<file path="config.mk">
export PLATFORM = sky130hd
export DESIGN_NAME = sorted_priority_list_upsert_top_flat
export DESIGN_NICKNAME = d
export VERILOG_FILES = /design/src/rtl/spl_pkg.sv /design/src/rtl/spl_in_if.sv /design/src/rtl/spl_out_if.sv /design/src/rtl/sorted_priority_list_upsert_top.sv /design/src/rtl/spl_cell.sv /design/src/flat_wrapper.sv
export SDC_FILE = /design/constraint.sdc
export NUM_CORES = 2
export LEC_CHECK = 0
export ABC_AREA = 1
export BUFFER_PORTS_ARGS = -buffer_cell sky130_fd_sc_hd__buf_2
export CAP_MARGIN = 20
export CORE_ASPECT_RATIO = 1.1
export CORE_UTILIZATION = 34
export DETAILED_ROUTE_END_ITERATION = 16
export PLACE_DENSITY = 0.56
export SYNTH_ARGS = -nofsm -noshare
export SYNTH_HDL_FRONTEND = slang
export SYNTH_SLANG_ARGS = --single-unit
</file>
<file path="constraint.sdc">
create_clock -name clk -period 5.7 [get_ports clk]
set_input_delay 0.285 -clock clk [delete_from_list [all_inputs] [get_ports clk]]
set_output_delay 0.285 -clock clk [all_outputs]
set_load 0.03 [all_outputs]
</file>
<file path="src/rtl/spl_pkg.sv">
`timescale 1ns / 1ps

package spl_pkg;

  // Fixed field widths of the channels.
  localparam int KEY_PORT_W = 16;
  localparam int RATING_W   = 16;
  localparam int STATUS_W   = 2;
  localparam int COUNT_W    = 5;

  // Command codes of the input item.
  typedef enum logic {
    CMD_RATE   = 1'b0,
    CMD_REMOVE = 1'b1
  } cmd_t;

  // Status codes of the result item.
  typedef enum logic [STATUS_W-1:0] {
    STS_UPDATED   = 2'd0,
    STS_REMOVED   = 2'd1,
    STS_NOT_FOUND = 2'd2,
    STS_FULL      = 2'd3
  } status_t;

  // Step strobes broadcast from the controller to every cell.
  typedef struct packed {
    logic remove_step;
    logic insert_step;
  } cell_ctl_t;

endpackage

</file>
<file path="src/rtl/spl_in_if.sv">
`timescale 1ns / 1ps

// Command channel: one item per valid/ready handshake.
interface spl_in_if;
  logic                                  valid;
  logic                                  ready;
  logic                                  cmd;
  logic [spl_pkg::KEY_PORT_W-1:0]        item_key;
  logic signed [spl_pkg::RATING_W-1:0]   item_rating;

  modport source (output valid, output cmd, output item_key, output item_rating,
                  input ready);
  modport sink   (input valid, input cmd, input item_key, input item_rating,
                  output ready);
endinterface

</file>
<file path="src/rtl/spl_out_if.sv">
`timescale 1ns / 1ps

// Result channel: one item per valid/ready handshake.
interface spl_out_if;
  logic                                  valid;
  logic                                  ready;
  logic [spl_pkg::STATUS_W-1:0]          status;
  logic                                  top_valid;
  logic [spl_pkg::KEY_PORT_W-1:0]        top_key;
  logic signed [spl_pkg::RATING_W-1:0]   top_rating;
  logic [spl_pkg::COUNT_W-1:0]           entry_count;

  modport source (output valid, output status, output top_valid, output top_key,
                  output top_rating, output entry_count, input ready);
  modport sink   (input valid, input status, input top_valid, input top_key,
                  input top_rating, input entry_count, output ready);
endinterface

</file>
<file path="src/rtl/sorted_priority_list_upsert_top.sv">
`timescale 1ns / 1ps
// A command accepted in the idle state has its result written into the output
// register from the insert state, once that register is free.
// The removal step at accept is followed by the insert step in the cell chain;
// none is taken in between. A new command is taken while a result waits.
// Reset (rst_n, synchronous, active low) empties the store and the output
// register; entry contents stay undefined until written.
module sorted_priority_list_upsert_top #(
  parameter int DEPTH     = 16,
  parameter int KEY_WIDTH = 16
) (
  input logic     clk,
  input logic     rst_n,
  spl_in_if.sink  in_if,
  spl_out_if.source out_if
);

  localparam int CW         = $clog2(DEPTH + 1);
  localparam int PFX_STAGES = $clog2(DEPTH);

  typedef enum logic [1:0] {
    ST_IDLE   = 2'b01,
    ST_INSERT = 2'b10
  } state_t;

  state_t                              state_r, state_nxt;
  logic [CW-1:0]                       occ_r, occ_nxt;
  logic [KEY_WIDTH-1:0]                op_key_r;
  logic signed [spl_pkg::RATING_W-1:0] op_rating_r;
  spl_pkg::status_t                    op_status_r;
  logic                                ins_pend_r;
  logic                                out_valid_r;
  spl_pkg::status_t                    out_status_r;
  logic                                out_top_valid_r;
  logic [spl_pkg::KEY_PORT_W-1:0]      out_top_key_r;
  logic signed [spl_pkg::RATING_W-1:0] out_top_rating_r;
  logic [spl_pkg::COUNT_W-1:0]         out_count_r;

  logic                                accept;
  logic                                finish;
  logic                                is_rate;
  logic                                found;
  logic                                full;
  logic                                refuse;
  spl_pkg::status_t                    status_nxt;
  logic [KEY_WIDTH-1:0]                in_key;
  spl_pkg::cell_ctl_t                  ctl;

  logic [DEPTH-1:0]                    cell_valid;
  logic [DEPTH-1:0]                    cell_match;
  logic [DEPTH-1:0]                    cell_ge;
  logic [KEY_WIDTH-1:0]                cell_key [DEPTH];
  logic signed [spl_pkg::RATING_W-1:0] cell_rating [DEPTH];
  logic [DEPTH-1:0]                    pfx [PFX_STAGES+1];

  logic                                res_top_valid;
  logic [KEY_WIDTH-1:0]                res_top_key;
  logic signed [spl_pkg::RATING_W-1:0] res_top_rating;

  // Handshakes.
  assign in_if.ready = (state_r == ST_IDLE);
  assign accept      = in_if.valid && in_if.ready;
  assign finish      = (state_r == ST_INSERT) && (!out_valid_r || out_if.ready);

  // Decode of the arriving command; the key is compared on its low bits.
  assign in_key  = KEY_WIDTH'(in_if.item_key);
  assign is_rate = (in_if.cmd == spl_pkg::CMD_RATE);
  assign found   = |cell_match;
  assign full    = (occ_r == CW'(DEPTH));
  assign refuse  = is_rate && !found && full;

  always_comb begin
    if (is_rate) begin
      status_nxt = refuse ? spl_pkg::STS_FULL : spl_pkg::STS_UPDATED;
    end else begin
      status_nxt = found ? spl_pkg::STS_REMOVED : spl_pkg::STS_NOT_FOUND;
    end
  end

  // Prefix OR of the match flags: a slot at or below a match shifts up.
  always_comb begin
    pfx[0] = cell_match;
    for (int s = 0; s < PFX_STAGES; s++) begin
      pfx[s+1] = pfx[s] | (pfx[s] << (1 << s));
    end
  end

  assign ctl.remove_step = accept && found;
  assign ctl.insert_step = finish && ins_pend_r;

  // The chain of slots; slot 0 holds the top entry.
  for (genvar i = 0; i < DEPTH; i++) begin : g_cell
    logic                                up_valid;
    logic [KEY_WIDTH-1:0]                up_key;
    logic signed [spl_pkg::RATING_W-1:0] up_rating;
    logic                                prev_ge;
    logic                                dn_valid;
    logic [KEY_WIDTH-1:0]                dn_key;
    logic signed [spl_pkg::RATING_W-1:0] dn_rating;

    if (i == DEPTH - 1) begin : g_last
      assign up_valid  = 1'b0;
      assign up_key    = '0;
      assign up_rating = '0;
    end else begin : g_mid
      assign up_valid  = cell_valid[i+1];
      assign up_key    = cell_key[i+1];
      assign up_rating = cell_rating[i+1];
    end

    if (i == 0) begin : g_first
      assign prev_ge   = 1'b1;
      assign dn_valid  = 1'b0;
      assign dn_key    = '0;
      assign dn_rating = '0;
    end else begin : g_rest
      assign prev_ge   = cell_ge[i-1];
      assign dn_valid  = cell_valid[i-1];
      assign dn_key    = cell_key[i-1];
      assign dn_rating = cell_rating[i-1];
    end

    spl_cell #(
      .KEY_WIDTH(KEY_WIDTH)
    ) u_cell (
      .clk       (clk),
      .rst_n     (rst_n),
      .ctl       (ctl),
      .probe_key (in_key),
      .new_key   (op_key_r),
      .new_rating(op_rating_r),
      .seen      (pfx[PFX_STAGES][i]),
      .up_valid  (up_valid),
      .up_key    (up_key),
      .up_rating (up_rating),
      .prev_ge   (prev_ge),
      .dn_valid  (dn_valid),
      .dn_key    (dn_key),
      .dn_rating (dn_rating),
      .valid     (cell_valid[i]),
      .key       (cell_key[i]),
      .rating    (cell_rating[i]),
      .match     (cell_match[i]),
      .ge        (cell_ge[i])
    );
  end

  // Top entry as it stands after the insert step of this cycle.
  always_comb begin
    if (ins_pend_r && !cell_ge[0]) begin
      res_top_valid  = 1'b1;
      res_top_key    = op_key_r;
      res_top_rating = op_rating_r;
    end else if (cell_valid[0]) begin
      res_top_valid  = 1'b1;
      res_top_key    = cell_key[0];
      res_top_rating = cell_rating[0];
    end else begin
      res_top_valid  = 1'b0;
      res_top_key    = '0;
      res_top_rating = '0;
    end
  end

  // Sequencer and entry count.
  always_comb begin
    state_nxt = state_r;
    occ_nxt   = occ_r;
    unique case (state_r)
      ST_IDLE: begin
        if (accept) begin
          state_nxt = ST_INSERT;
          occ_nxt   = occ_r - CW'(found);
        end
      end
      ST_INSERT: begin
        if (finish) begin
          state_nxt = ST_IDLE;
          occ_nxt   = occ_r + CW'(ins_pend_r);
        end
      end
      default: begin
        state_nxt = ST_IDLE;
      end
    endcase
  end

  always_ff @(posedge clk) begin
    if (!rst_n) begin
      state_r <= ST_IDLE;
      occ_r   <= '0;
    end else begin
      state_r <= state_nxt;
      occ_r   <= occ_nxt;
    end
  end

  // Command held for the insert step.
  always_ff @(posedge clk) begin
    if (accept) begin
      op_key_r    <= in_key;
      op_rating_r <= in_if.item_rating;
      op_status_r <= status_nxt;
    end
  end

  always_ff @(posedge clk) begin
    if (!rst_n) begin
      ins_pend_r <= 1'b0;
    end else if (accept) begin
      ins_pend_r <= is_rate && !refuse;
    end else if (finish) begin
      ins_pend_r <= 1'b0;
    end
  end

  // Output register.
  always_ff @(posedge clk) begin
    if (!rst_n) begin
      out_valid_r <= 1'b0;
    end else if (finish) begin
      out_valid_r <= 1'b1;
    end else if (out_if.ready) begin
      out_valid_r <= 1'b0;
    end
  end

  always_ff @(posedge clk) begin
    if (finish) begin
      out_status_r     <= op_status_r;
      out_top_valid_r  <= res_top_valid;
      out_top_key_r    <= spl_pkg::KEY_PORT_W'(res_top_key);
      out_top_rating_r <= res_top_rating;
      out_count_r      <= spl_pkg::COUNT_W'(occ_nxt);
    end
  end

  assign out_if.valid       = out_valid_r;
  assign out_if.status      = out_status_r;
  assign out_if.top_valid   = out_top_valid_r;
  assign out_if.top_key     = out_top_key_r;
  assign out_if.top_rating  = out_top_rating_r;
  assign out_if.entry_count = out_count_r;

endmodule

</file>
<file path="src/rtl/spl_cell.sv">
`timescale 1ns / 1ps

// One slot of the sorted chain. It takes its lower neighbor's entry on a
// removal step and makes room on an insert step by taking its upper neighbor's
// entry or the new entry.
module spl_cell #(
  parameter int KEY_WIDTH = 16
) (
  input  logic                                clk,
  input  logic                                rst_n,
  input  spl_pkg::cell_ctl_t                  ctl,
  input  logic [KEY_WIDTH-1:0]                probe_key,
  input  logic [KEY_WIDTH-1:0]                new_key,
  input  logic signed [spl_pkg::RATING_W-1:0] new_rating,
  input  logic                                seen,
  input  logic                                up_valid,
  input  logic [KEY_WIDTH-1:0]                up_key,
  input  logic signed [spl_pkg::RATING_W-1:0] up_rating,
  input  logic                                prev_ge,
  input  logic                                dn_valid,
  input  logic [KEY_WIDTH-1:0]                dn_key,
  input  logic signed [spl_pkg::RATING_W-1:0] dn_rating,
  output logic                                valid,
  output logic [KEY_WIDTH-1:0]                key,
  output logic signed [spl_pkg::RATING_W-1:0] rating,
  output logic                                match,
  output logic                                ge
);

  logic                                valid_r;
  logic [KEY_WIDTH-1:0]                key_r;
  logic signed [spl_pkg::RATING_W-1:0] rating_r;
  logic                                take_up;
  logic                                take_new;
  logic                                take_dn;

  // Local compares against the broadcast key and rating.
  assign match = valid_r && (key_r == probe_key);
  assign ge    = valid_r && (rating_r >= new_rating);

  // A removal at or above this slot pulls the lower entry up. On insert, the first
  // slot that is empty or whose rating falls below the new one takes it, later ones shift.
  assign take_up  = ctl.remove_step && seen;
  assign take_new = ctl.insert_step && !ge && prev_ge;
  assign take_dn  = ctl.insert_step && !ge && !prev_ge;

  always_ff @(posedge clk) begin
    if (!rst_n) begin
      valid_r <= 1'b0;
    end else if (take_up) begin
      valid_r <= up_valid;
    end else if (take_new) begin
      valid_r <= 1'b1;
    end else if (take_dn) begin
      valid_r <= dn_valid;
    end
  end

  // Entry contents carry no reset.
  always_ff @(posedge clk) begin
    if (take_up) begin
      key_r    <= up_key;
      rating_r <= up_rating;
    end else if (take_new) begin
      key_r    <= new_key;
      rating_r <= new_rating;
    end else if (take_dn) begin
      key_r    <= dn_key;
      rating_r <= dn_rating;
    end
  end

  assign valid  = valid_r;
  assign key    = key_r;
  assign rating = rating_r;

endmodule

</file>
<file path="src/flat_wrapper.sv">
// flat-port wrapper written by rule: the top's interface ports become plain ports
module sorted_priority_list_upsert_top_flat 
#(
  parameter int DEPTH     = 16,
  parameter int KEY_WIDTH = 16
)
  (clk, rst_n, in_if_valid, in_if_cmd, in_if_item_key, in_if_item_rating, in_if_ready, out_if_valid, out_if_status, out_if_top_valid, out_if_top_key, out_if_top_rating, out_if_entry_count, out_if_ready);
  spl_in_if in_if_i ();
  spl_out_if out_if_i ();
  input logic clk;
  input logic rst_n;
  input wire logic [$bits(in_if_i.valid)-1:0] in_if_valid;
  input wire logic [$bits(in_if_i.cmd)-1:0] in_if_cmd;
  input wire logic [$bits(in_if_i.item_key)-1:0] in_if_item_key;
  input wire logic [$bits(in_if_i.item_rating)-1:0] in_if_item_rating;
  output wire logic [$bits(in_if_i.ready)-1:0] in_if_ready;
  output wire logic [$bits(out_if_i.valid)-1:0] out_if_valid;
  output wire logic [$bits(out_if_i.status)-1:0] out_if_status;
  output wire logic [$bits(out_if_i.top_valid)-1:0] out_if_top_valid;
  output wire logic [$bits(out_if_i.top_key)-1:0] out_if_top_key;
  output wire logic [$bits(out_if_i.top_rating)-1:0] out_if_top_rating;
  output wire logic [$bits(out_if_i.entry_count)-1:0] out_if_entry_count;
  input wire logic [$bits(out_if_i.ready)-1:0] out_if_ready;
  assign in_if_i.valid = in_if_valid;
  assign in_if_i.cmd = in_if_cmd;
  assign in_if_i.item_key = in_if_item_key;
  assign in_if_i.item_rating = in_if_item_rating;
  assign in_if_ready = in_if_i.ready;
  assign out_if_valid = out_if_i.valid;
  assign out_if_status = out_if_i.status;
  assign out_if_top_valid = out_if_i.top_valid;
  assign out_if_top_key = out_if_i.top_key;
  assign out_if_top_rating = out_if_i.top_rating;
  assign out_if_entry_count = out_if_i.entry_count;
  assign out_if_i.ready = out_if_ready;
  sorted_priority_list_upsert_top #(.DEPTH(DEPTH), .KEY_WIDTH(KEY_WIDTH)) u_core (.clk(clk), .rst_n(rst_n), .in_if(in_if_i), .out_if(out_if_i));
endmodule
</file>
# After elaboration in Yosys (flattened, before gate mapping)
# Cells that the tools add are included.
[classes]
order_cmp = 16
n_eq_ne = 21
n_reduce_logical = 143
add_sub_neg = 2
n_mux = 156
bitwise = 6
[op_table]
columns = ["cell", "count"]
rows = [
  ["16-bit 2-to-1 mux", 96],
  ["16-bit == test", 16],
  ["16-bit >= comparator", 16],
  ["1-bit logical AND", 102],
  ["16-bit OR", 4],
  ["1-bit 2-to-1 mux", 51],
  ["3-bit nonzero test", 14],
  ["1-bit zero test", 19],
  ["16-bit OR reduction", 1],
  ["2-bit 2-to-1 mux", 5],
  ["5-bit 2-to-1 mux", 2],
  ["5-bit case mux with 2 select lines", 1],
  ["2-bit nonzero test", 4],
  ["5-bit by 1-bit adder with 5-bit output", 1],
  ["5-bit == test (second input constant)", 1],
  ["5-bit by 1-bit subtractor with 5-bit output", 1],
  ["2-bit case mux with 2 select lines", 1],
  ["2-bit by 1-bit == test with 1-bit output (second input constant)", 1],
  ["2-bit == test (second input constant)", 1],
  ["2-bit by 1-bit != test with 1-bit output (second input constant)", 1],
  ["2-bit != test (second input constant)", 1],
  ["1-bit NOT", 2],
  ["2-bit AND reduction", 1],
  ["2-bit OR reduction", 1],
  ["1-bit logical OR", 1],
]
[totals]
out_inout_bits = 42
in_bits = 37
wordCells = 404
register_bits = 611

# Logic depth before layout (Yosys ltp)
[depth]
depth_word = 9
depth_mapped = 22
mapped_depth_nobuf = 20

# Modules after synthesis
# A second synthesis with hierarchy kept.
[hier_totals]
hier_cells = 6657
area_unflattened_um2 = 47767.1
[modules_own_cells]
columns = ["mod", "area_per_inst_um2", "cells_each", "n_inst"]
rows = [
  ["spl_cell at u_core.g_cell[1].u_cell ...", 2760.1, 395, 8],
  ["spl_cell at u_core.g_cell[0].u_cell ...", 2761.4, 395, 7],
  ["sorted_priority_list_upsert_top", 3574.7, 333, 1],
  ["spl_cell at u_core.g_cell[9].u_cell", 2781.4, 399, 1],
]

# Worst setup path before layout
# Ideal clock, no wire load.
[synth_timing]
path_kind = "reg-to-reg"
from = "reg u_core.op_rating_r[5] (netlist bit)"
to = "reg u_core.g_cell[0].u_cell.key_r[0] (enable)"
period_less_slack_ns = 4.984
path_slack_ns = 0.716
stages_incl_launch_ff = 15
arrival_time_ns = 4.519
required_time_ns = 5.234
setup_time_ns = 0.466
path_cell_list = "edfxtp_1 > inv_1 > clkbuf_1 > ha_1 > a21oi_1 > nor2_1 > nor3_1 > nand2_1 > nand2_1 > nand2_1 > nand2_1 > nand3_1 > nand2_1 > inv_1 > o21ai_0"
[synth_between]
elab_chain_len = 5
[synth_lines]
columns = ["element", "line", "text"]
rows = [
  ["from (decl)", "sorted_priority_list_upsert_top.sv:29", "logic signed [spl_pkg::RATING_W-1:0] op_rating_r;"],
  ["from (signal assigned)", "sorted_priority_list_upsert_top.sv:202", "op_rating_r <= in_if.item_rating;"],
  ["16-bit >= comparator", "spl_cell.sv:39", "assign ge = valid_r && (rating_r >= new_rating);"],
  ["1-bit logical AND", "spl_cell.sv:39", ""],
  ["1-bit zero test", "spl_cell.sv:44", "assign take_new = ctl.insert_step && !ge && prev_ge;"],
  ["1-bit logical AND", "--", ""],
  ["2-bit nonzero test (no line)", "--", ""],
  ["to (signal assigned)", "spl_cell.sv:62", "key_r <= up_key;"],
  ["to (signal assigned)", "spl_cell.sv:65", "key_r <= new_key;"],
  ["to (signal assigned)", "spl_cell.sv:68", "key_r <= dn_key;"],
  ["to (decl)", "spl_cell.sv:31", "logic [KEY_WIDTH-1:0] key_r;"],
]
# Every way passes these cells.
# A chain may end at the register's enable or synchronous reset.

# Worst setup path after layout
[layout_timing]
from = "reg u_core.op_rating_r[15] (netlist bit)"
to = "reg u_core.g_cell[9].u_cell.key_r[4], data pin"
[layout_between]
elab_chain_len = 7
elab_cells_between_ends = 9
[layout_lines]
columns = ["element", "line", "text"]
rows = [
  ["16-bit >= comparator", "spl_cell.sv:39", ""],
  ["1-bit logical AND", "spl_cell.sv:39", ""],
  ["1-bit zero test", "spl_cell.sv:44", ""],
  ["1-bit logical AND", "spl_cell.sv:44", ""],
  ["1-bit logical AND (*)", "spl_cell.sv:44", ""],
  ["16-bit 2-to-1 mux (*)", "spl_cell.sv:64", "end else if (take_new) begin"],
  ["16-bit 2-to-1 mux (*)", "spl_cell.sv:61", "if (take_up) begin"],
  ["to (signal assigned)", "spl_cell.sv:62", ""],
  ["to (signal assigned)", "spl_cell.sv:65", ""],
  ["to (signal assigned)", "spl_cell.sv:68", ""],
  ["to (decl)", "spl_cell.sv:31", ""],
]
# Every way passes the cells marked *; elsewhere a longest branch is shown, timed or not.

==> impl_metrics.csv <==
group,metric,value,unit
placement,dp_slack,1.31,ns
grt,grt_max_degree,130,
worst_setup_path,critical-path-top-delay-family,"simple AND/OR/NAND/NOR gates",
grt,grt_pass1_wl,289000,um
timing,hold_viol,0,
clock_tree,cts_tree,"done",
yosys,ys_ff_latch,611,
yosys,synth_edf_count,554,
routing,routed_via_density,5.54,
grt,grt_usage,29.4,%
timing,setup_violations,0,
yosys,avgSynthCellArea,7.12,um2
floorplan,fp.dieH,383,um
worst_setup_path,crit_buf_inv,3,
floorplan,start_util,34.3,%
yosys,synth_area_leaders,"edfxtp_1 (37%), nand2_1 (21%), ha_1 (7.3%)",
power_and_ir_drop,power_density,249,nW/um2
yosys,yosys_warnings,0,
power_and_ir_drop,peakVddDrop,295,uV
timing,slew_headroom,17.2,%
clock_tree,numCtsBuffers,78,
placement,post-dp-hpwl,148000,um
yosys,synth-seq-area-share,39.5,%
run,drv_cap,0,
grt,grt_pass1_vias,42371,
timing,slew_violations,0,
clock_tree,cts-root-buf,"clkbuf_16",
yosys,postSynthCellCount,6315,
clock_tree,clk_latency,0.69,ns
clock_tree,cts.clk_slew.worst_paths,0.06,ns
routing,firstDrtPassIters,6,
yosys,synth_top_area_share,37.0,%
worst_setup_path,crit_top_cell,"nand2_1",
finish,layout-drive-gt1-share,6.43,%
timing,fin_skew,0.0255,ns
grt,gr-total-overflow,0,
clock_tree,cts_resized,0,
run_status,outcome,"finished, final reports clean",
routing,totalWireLength,201000,um
yosys,synth_top_cell_by_area,"edfxtp_1",
worst_setup_path,start_kind,"flop",
worst_setup_path,cp.required,6.12,ns
worst_setup_path,cp-end-kind,"flop",
worst_setup_path,path_max_fanout,64,
worst_setup_path,arrival,4.77,ns
yosys,syn_area,45000,um2
yosys,synthFlopType,"edfxtp_1",
floorplan,num_io_pins,79,
timing,period_minus_slack,4.35,ns
timing,rsz0062_at_grt,"false",
routing,wl_per_cell,24.6,um
placement,postPlaceCellArea,47300,um2
finish,area_delta_synth_final,11.6,%
timing,worst-slew-pin-transition,1.24,ns
worst_setup_path,criticalPathCategory,"flop to flop",
floorplan,row_count,139,
grt,antenna_found_initial,7,
yosys,postSynth.asyncResetShare,0,%
finish,final_cell_area,50200,um2
routing,route.detailed.drc,0,
routing,drtIter0Drc,5202,
worst_setup_path,worstPathCellList,"inv_1 -> buf_4 -> ha_1 -> nand2_1 -> nor2_1 -> nand2_1 -> nor3_1 -> nand2_1 -> nand4_1 -> nand3_1 -> nand2_1 -> nand2_1 -> nor2_4 -> buf_4 -> nand2_1 -> o211ai_1 -> o21ai_0",
placement,place.gp.congestion,1.00,
timing,max_clock_freq,230,MHz
finish,nFillCells,13842,
worst_setup_path,worst_path_largest_cell_delay,0.55,ns
floorplan,die_w,349,um
timing,setup_slack,1.35,ns
yosys,synthDistinctLibCells,50,
finish,finalNetCount,6628,
placement,numPortBuffers,78,
routing,ant_nets,0,
floorplan,design.die.area,134000,um2
routing,dr_total_vias,45198,
worst_setup_path,crit_slowest_cell,"edfxtp_1",
timing,setup_tns,0,ns
clock_tree,htreeDepth,3,
clock_tree,ctsLongestPathBuffers,3,
yosys,syn_nets,6614,
timing,timing.final.crit_share,76.4,%
power_and_ir_drop,power_leakage,22.6,nW
worst_hold_path,min_path_type,"input pin to flop",
clock_tree,cts_sinks,611,
floorplan,core,131000,um2
area by class of cell:
class                           instances  area [um2]  area share, %
Antenna cell                            4        10.0         0.0199
Clock buffer                          106        2190           4.37
Clock inverter                         40         465          0.928
Inverter                              538        2040           4.06
Multi-Input combinational cell       4858       23700           47.3
Sequential cell                       611       17800           35.4
Tap cell                             1762        2200           4.39
Timing Repair Buffer                  242        1780           3.55
logic make-up (layout without fill, tap and decap cells):
logic type                 Yosys count  count (layout)  share of synthesized area (%)
and+or+nand+nor                   3669            3669                           33.0
AOI/OAI and AO/OA                  882             882                           11.3
buffers and inverters              846             926                           8.00
DFF                                611             611                           39.5
adders and majority gates          262             262                           7.29
xor gates and xnor gates            30              30                          0.601
muxes                               15              15                          0.337
other                                0               4                              0
Yosys cell counts, types with 15 or more instances:
cell and n:
inv_1 516, nor2_1 576, clkbuf_1 140, o211ai_1 211, buf_4 46, dfxtp_1 57
nand4_1 77, a31oi_1 33, edfxtp_1 554, inv_2 17, xor2_1 15, nand2_1 2483
o21ai_0 352, o22ai_1 32, nor3_1 24, o21ai_1 69, a21oi_1 168, ha_1 262
buf_2 101, nand3_1 442, nand3b_1 23
sequential cells by signal, summed over array words and instances (netlist names), 2 cells and up:
| name | flops |
|---|---|
| u_core.g_cell.u_cell.key | 256 |
| u_core.g_cell.u_cell.rating | 256 |
| u_core.g_cell.u_cell.valid | 16 |
| u_core.occ_r | 5 |
| u_core.op_key_r | 16 |
| u_core.op_rating_r | 16 |
| u_core.op_status_r | 2 |
| u_core.out_if.entry_count | 5 |
| u_core.out_if.status | 2 |
| u_core.out_if.top_key | 16 |
| u_core.out_if.top_rating | 16 |
| u_core.state_r | 2 |
final timing paths:
kind                                          from                                        to  slack [ns]  cells past startpoint
setup / recovery  u_core.op_rating_r[15]$_DFFE_PP_  u_core.g_cell[9].u_cell.key[4]$_DFFE_PP_        1.35                     17
hold / removal                   in_if_item_key[1]              u_core.op_key_r[1]$_DFFE_PP_        0.12                      1
hold reg to reg    u_core.op_status_r[1]$_DFFE_PP_         u_core.out_if.status[1]$_DFFE_PP_        0.43                      0
setup reg to reg  u_core.op_rating_r[15]$_DFFE_PP_  u_core.g_cell[9].u_cell.key[4]$_DFFE_PP_        1.35                     17
layer usage:
| layer | global-route usage (%) | share of wire (%) | vias up |
|---|---|---|---|
| met5 | 0 | 0.014 | - |
| met4 | 12.8 | 5.3 | 4 |
| met3 | 5.70 | 9.0 | 483 |
| met2 | 47.4 | 45 | 2267 |
| met1 | 38.1 | 41 | 21429 |
| li1 | - | - | 21015 |
per-stage QoR:
step	util, %	std cells	total power, W	hold slack [ns]
after global placement	36.1	7990	0.00717	0.416
after global routing	38.3	8157	0.0129	0.0837
after detailed placement	36.1	7991	0.00719	0.419
final	38.3	8161	0.0125	0.121
after CTS	38.3	8157	0.0125	0.0648
after floorplan	-	6315	0.00640	0.384
cells in the final DEF, fill, tap and decap left out, types with 20 or more instances in the layout:
cell / instances
nand4_1: 77
buf_4: 136
inv_1: 515
o22ai_1: 32
o21ai_0: 351
a21oi_1: 166
buf_2: 78
nand3b_1: 23
dfxtp_1: 57
nand2_1: 2482
nor3_1: 24
nor2_1: 570
ha_1: 262
o211ai_1: 211
o21ai_1: 69
a31oi_1: 33
nand3_1: 439
dlygate4sd3_1: 20
clkbuf_16: 82
edfxtp_1: 554
worst register-to-register path, cell delays in order, from the launching register on:
cell	delay, ns
edfxtp_1	0.55
inv_1	0.49
buf_4	0.34
ha_1	0.25
nand2_1	0.08
nor2_1	0.26
nand2_1	0.13
nor3_1	0.27
nand2_1	0.15
nand4_1	0.12
nand3_1	0.13
nand2_1	0.11
nand2_1	0.13
nor2_4	0.13
buf_4	0.53
nand2_1	0.12
o211ai_1	0.15
o21ai_0	0.14
what timing repair did:
action | 4_1_cts | 5_1_grt
endpoints found under the hold margin | 21 | 0
hold buffers | 20 | 0
buffers inserted | 0 | 0
power breakdown:
part / switching [W] / leakage [nW] / internal [W]
registers: 0.000224 / 5.48 / 0.00504
logic: 0.00135 / 15.8 / 0.000544
clock network: 0.00223 / 1.31 / 0.00309
total: 0.00381 / 22.6 / 0.00867
Note: power is estimated with default switching activity, not from simulation.
